### src/rtl/two_level_inclusive_cache_srrip_unit_defines.svh
// Assertion macros for the two-level inclusive cache unit
`ifndef TWO_LEVEL_INCLUSIVE_CACHE_SRRIP_UNIT_DEFINES_SVH
`define TWO_LEVEL_INCLUSIVE_CACHE_SRRIP_UNIT_DEFINES_SVH
`ifndef ASSERT_OFF
`define TLC_ASSERT_NEVER(lbl, clk, rst, expr) \
   lbl: assert property (@(posedge clk) disable iff (rst) !(expr)) \
      else $error("assertion failed");
`define TLC_ASSERT_IMPL(lbl, clk, rst, ante, cons) \
   lbl: assert property (@(posedge clk) disable iff (rst) (ante) |=> (cons)) \
      else $error("assertion failed");
`else
`define TLC_ASSERT_NEVER(lbl, clk, rst, expr)
`define TLC_ASSERT_IMPL(lbl, clk, rst, ante, cons)
`endif
`endif

### src/rtl/tlc_pkg.sv
// Shared constants and control types for the two-level inclusive cache unit
package tlc_pkg;
   localparam int ADDR_W      = 48;
   localparam int SIZE_W      = 7;
   localparam int BLK_W       = 42;
   localparam int CNT_W       = 48;
   localparam int BLOCK_SHIFT = 6;
   localparam int BLOCK_BYTES = 64;
   localparam logic [1:0] RRPV_MAX  = 2'd3;
   localparam logic [1:0] RRPV_FILL = 2'd2;
   localparam logic [1:0] RRPV_HIT  = 2'd0;

   localparam int DEF_L1_SETS    = 128;
   localparam int DEF_L1_WAYS    = 8;
   localparam int DEF_L2_SETS    = 1024;
   localparam int DEF_L2_WAYS    = 16;
   localparam int DEF_ADDR_WIDTH = 48;

   typedef struct packed {
      logic load;
      logic rd_cur;
      logic lookup;
      logic bi_rd;
      logic bi_wr;
      logic rd_l1;
      logic fill;
      logic next_blk;
      logic clr;
   } tlc_cmd_type;

   typedef struct packed {
      logic clr_done;
      logic need_bi;
      logic last;
   } tlc_sts_type;
endpackage

### src/rtl/tlc_ctrl.sv
// Sequencing state machine for the two-level inclusive cache unit
module tlc_ctrl (
   input  logic                clock,
   input  logic                reset,
   input  logic                req_valid,
   output logic                req_stall,
   output logic                rsp_valid,
   input  logic                rsp_stall,
   input  tlc_pkg::tlc_sts_type sts,
   output tlc_pkg::tlc_cmd_type cmd
);
   import tlc_pkg::*;

   localparam logic [3:0] S_CLR  = 4'd0;
   localparam logic [3:0] S_IDLE = 4'd1;
   localparam logic [3:0] S_RD   = 4'd2;
   localparam logic [3:0] S_LK   = 4'd3;
   localparam logic [3:0] S_BIR  = 4'd4;
   localparam logic [3:0] S_BIW  = 4'd5;
   localparam logic [3:0] S_L1R  = 4'd6;
   localparam logic [3:0] S_FILL = 4'd7;
   localparam logic [3:0] S_OUT  = 4'd8;

   logic [3:0] state_ff, state_in;

   assign req_stall = (state_ff != S_IDLE);
   assign rsp_valid = (state_ff == S_OUT);

   always_comb begin
      state_in = state_ff;
      cmd      = '0;
      case (state_ff)
         S_CLR: begin
            cmd.clr = 1'b1;
            if (sts.clr_done) state_in = S_IDLE;
         end
         S_IDLE: begin
            if (req_valid) begin
               cmd.load = 1'b1;
               state_in = S_RD;
            end
         end
         S_RD: begin
            cmd.rd_cur = 1'b1;
            state_in   = S_LK;
         end
         S_LK: begin
            cmd.lookup = 1'b1;
            state_in   = sts.need_bi ? S_BIR : S_OUT;
         end
         S_BIR: begin
            cmd.bi_rd = 1'b1;
            state_in  = S_BIW;
         end
         S_BIW: begin
            cmd.bi_wr = 1'b1;
            state_in  = S_L1R;
         end
         S_L1R: begin
            cmd.rd_l1 = 1'b1;
            state_in  = S_FILL;
         end
         S_FILL: begin
            cmd.fill = 1'b1;
            state_in = S_OUT;
         end
         S_OUT: begin
            if (!rsp_stall) begin
               if (sts.last) begin
                  state_in = S_IDLE;
               end else begin
                  cmd.next_blk = 1'b1;
                  state_in     = S_RD;
               end
            end
         end
         default: state_in = S_CLR;
      endcase
   end

   always_ff @(posedge clock) begin
      if (reset) state_ff <= S_CLR;
      else       state_ff <= state_in;
   end
endmodule

### config.mk
export PLATFORM = sky130hd
export DESIGN_NAME = tlc_ctrl
export DESIGN_NICKNAME = d
export VERILOG_FILES = /design/src/rtl/two_level_inclusive_cache_srrip_unit_defines.svh /design/src/rtl/tlc_pkg.sv /design/src/rtl/tlc_ctrl.sv
export SDC_FILE = /design/constraint.sdc
export NUM_CORES = 1
export LEC_CHECK = 0
export BUFFER_PORTS_ARGS = -buffer_cell sky130_fd_sc_hd__buf_2
export CORE_AREA = 2 2 39 41
export DETAILED_ROUTE_END_ITERATION = 8
export DIE_AREA = 0 0 41 43
export GPL_TIMING_DRIVEN = 0
export PLACE_DENSITY = 0.48
export SETUP_SLACK_MARGIN = 0.3
export SLEW_MARGIN = 0
export SYNTH_ARGS = -nofsm -noshare
export SYNTH_HDL_FRONTEND = slang
export SYNTH_SLANG_ARGS = --single-unit
### constraint.sdc
create_clock -name clock -period 1.2 [get_ports clock]
set_input_delay 0.06 -clock clock [delete_from_list [all_inputs] [get_ports clock]]
set_output_delay 0.06 -clock clock [all_outputs]
set_load 0.005 [all_outputs]
==> impl_results.md <==
* Die area at 1760 µm²
* Fmax at 0.812 GHz
* Crit Reg-Reg Endpoint: state_ff[1]
* 1st-pass router iterations at 2
* Antenna-violating nets left at 0
* Worst Skew at ~0.0017 ns
* CTS tree: done
* Ratio of final minimum period to clock period at 103%
* CTS Hold Buffers Added at 0
* Cell row count at 14
* R2R Setup Slk at 0.01 ns
* CTS max path bufs at 2
* Failing checks: setup timing
* Net Switching at approximately 0.00012 W
* Routed len/inst at between 10 and 15 µm
* Gr ovfl total at 0
* Routed WL at about 1100 µm
* Crit path capture type: output port
* Total routing usage reported by global routing at 15.6%
* Nets at 87
* First-pass GRT wire length at 1790 µm
* Pin count of the biggest net entering global routing at 11
* Register area share after synthesis at approximately a quarter
* CP max stage delay at ~0.31 ns
* Root Driver: clkbuf_4
* Mapped cell area at 342 µm²
* CP delay by family, top: simple AND/OR/NAND/NOR gates
* Final Hold Viols at 0
* Worst VDD drop at 0.440 mV
* Core footprint at between 1000 and 1500 µm²
* Crit-path cells: buf_6, nor3_4, nand2b_1, nor2_1, buf_2
* Final Instance Area at 683 µm²
* Max_slew headroom at 80.9%
* Post-Synthesis Cells at 46
* Drt initial violations at 7
* RSZ-0062 raised after global routing: true
* Worst Slack Setup Final at -0.0317 ns
* Synth Register Bits at 4
* Initial antenna violation count at 0
* DRC viols at 0
* Max cap viols at 0
* Final setup viols at 3
* Starting Density at 24.7%
* Final core area utilization at 49.4%
* Reg clk slew, reported paths at 0.04 ns
* Power per cell area at around 660 nW/µm²
* Die X at 41 µm
* Worst-Skew Late Latency at 0.23 ns
* H-tree Lvls at 1
* Yosys warns at 0
* Crit. path cell count at 5
* DP Wirelength at 684 µm
* Int Power at 0.000335 W
* Register share of total power at 31.7%
* Mapped Nets at 53
* CP Buf/Inv Count at 2
* Die H at 43 µm
* Setup CP Type: reg2out
* Worst setup SP type: register
* Layout area overhead at 100%
* Worst Max-Slew Pin Slew at 0.285 ns
* Setup slack at placement at 0.00245 ns
* Crit path time final at between 1 and 1.5 ns
* R2r worst-path depth at 5
* Area of placed instances at around 480 µm²
* Layout cell share with drive strength beyond 1 at a little under three quarters
* Lkg Pwr at 0.345 nW
* Req. time, crit path at 1.14 ns
* Post-DR vias/cell at 4.78
* Outcome: complete, but fails checks
* R2r startpoint: state_ff[1]
* Placer Congestion at 0.650
* Worst Setup SP: state_ff[0]
* TritonCTS Buffers at 3
* Total Power at 0.000452 W
* Biggest register: state_ff
* Port Buffers at 17
* Hold Crit Class: in2reg
* Antenna diodes at 0
* Arrival @ worst endpoint at 1.17 ns
* Gate power share at 31.6%
* Number of global-route vias before repair at about 420
* CP Capture Point: cmd[1]
* Clock sink count at 4
* Top Registers: state_ff x4
* Num ports at 18
* Worst-path maximum fanout at 8
* Slew Limit Fails at 0
* Slowest cell on crit path: dfxtp_2
* Fill cells at 149
* Cell variety after synth at 21
* Clock Power Share at a little over a third
* Post-Syn Area per Cell at 7.43 µm²
* Via count at around 450
* Max FFs per register at 4
* Net Sw Frac at 25.8%
==> Yosys cell counts, drive strengths merged <==
library cell,number,area share [%]
o32ai,1,2.6
a21oi,2,2.9
dfxtp,4,23
nor3,6,8.8
and3,2,3.7
or3,1,1.8
nor2,8,8.8
a221oi,1,4.4
o22ai,1,1.8
and2b,1,2.6
buf,4,10
nand2,3,3.3
mux2i,1,2.9
nor4,1,1.8
or2b,2,4.4
nand2b,4,7.3
o32a,1,2.9
nor2b,2,3.7
or2,1,2.6
==> metal layers <==
metal / up-vias / global-route usage, % / part of all wire (%)
met5: - / 0 / 0
met3: 0 / 4.71 / 4.3
met1: 208 / 16.8 / 42
met4: 0 / 10.0 / 0
li1: 227 / - / -
met2: 14 / 24.7 / 54
==> power groups by stage <==
stage / Sequential (W) / Combinational (W) / Clock, W
2_1_floorplan: 0.000144 / 0.0000687 / 0
3_3_place_gp: 0.000145 / 0.000103 / 0
3_5_place_dp: 0.000144 / 0.000102 / 0
4_1_cts: 0.000143 / 0.000123 / 0.000173
5_1_grt: 0.000144 / 0.000158 / 0.000194
6_report: 0.000143 / 0.000143 / 0.000166
==> repair_timing <==
| action | in CTS | in global routing |
|---|---|---|
| gates resized for setup | 14 | 9 |
| endpoints found under the setup margin | 14 | 15 |
| gates cloned | 2 | 0 |
| pin swaps | 5 | 7 |
| buffers inserted | 8 | 2 |
==> placed cells by master, fill, tap and decap left out, types with 2 or more instances in the layout <==
cell type  Yosys  final
nor3_1         6      2
nand2b_1       4      2
buf_6          2     11
buf_4          1      5
buf_2          1     17
nor3_2         0      3
or2b_1         2      2
nand2b_4       0      2
nor2_1         8      8
nand2_1        3      2
clkbuf_4       0      3
dfxtp_2        0      4
==> stage by stage <==
step | hold WS, ns | instances | setup TNS [ns]
2_1_floorplan | 0.129 | 46 | 0
3_3_place_gp | 0.296 | 79 | 0
3_5_place_dp | 0.296 | 79 | 0
4_1_cts | 0.0405 | 92 | -0.192
5_1_grt | 0.0476 | 94 | -0.804
6_report | 0.0470 | 94 | -0.0574
==> area by class of cell <==
| class | instances | area (µm²) | area share [%] |
|---|---|---|---|
| multi-input combinational | 38 | 309 | 45.2 |
| timing repair buffer | 29 | 201 | 29.5 |
| tap | 16 | 20.0 | 2.93 |
| buffer | 4 | 45.0 | 6.59 |
| clock buffer | 3 | 22.5 | 3.30 |
| sequential | 4 | 85.1 | 12.5 |
==> cell families after synthesis <==
logic type             after synthesis  share of synthesized area (%)
and+or+nand+nor                     31                           48.7
AOI/OAI and AO/OA                    6                           14.7
DFF                                  4                           23.4
buffers and inverters                4                           10.3
muxes                                1                           2.93
==> worst register-to-register path, stage by stage, from the launching register on <==
cell,delay (ns)
dfxtp_2,0.32
buf_6,0.12
or2b_1,0.27
buf_4,0.15
o22ai_2,0.12
and3_1,0.16
==> worst min-delay path by stage <==
stage,from,endpoint,depth (start not counted)
after floorplan,reset,state_ff[3],1
after global placement,reset,state_ff[3],2
after detailed placement,reset,state_ff[3],2
after CTS,reset,state_ff[3],2
after global routing,reset,state_ff[3],2
final,reset,state_ff[3],2
(Power assumes the default switching activity.)
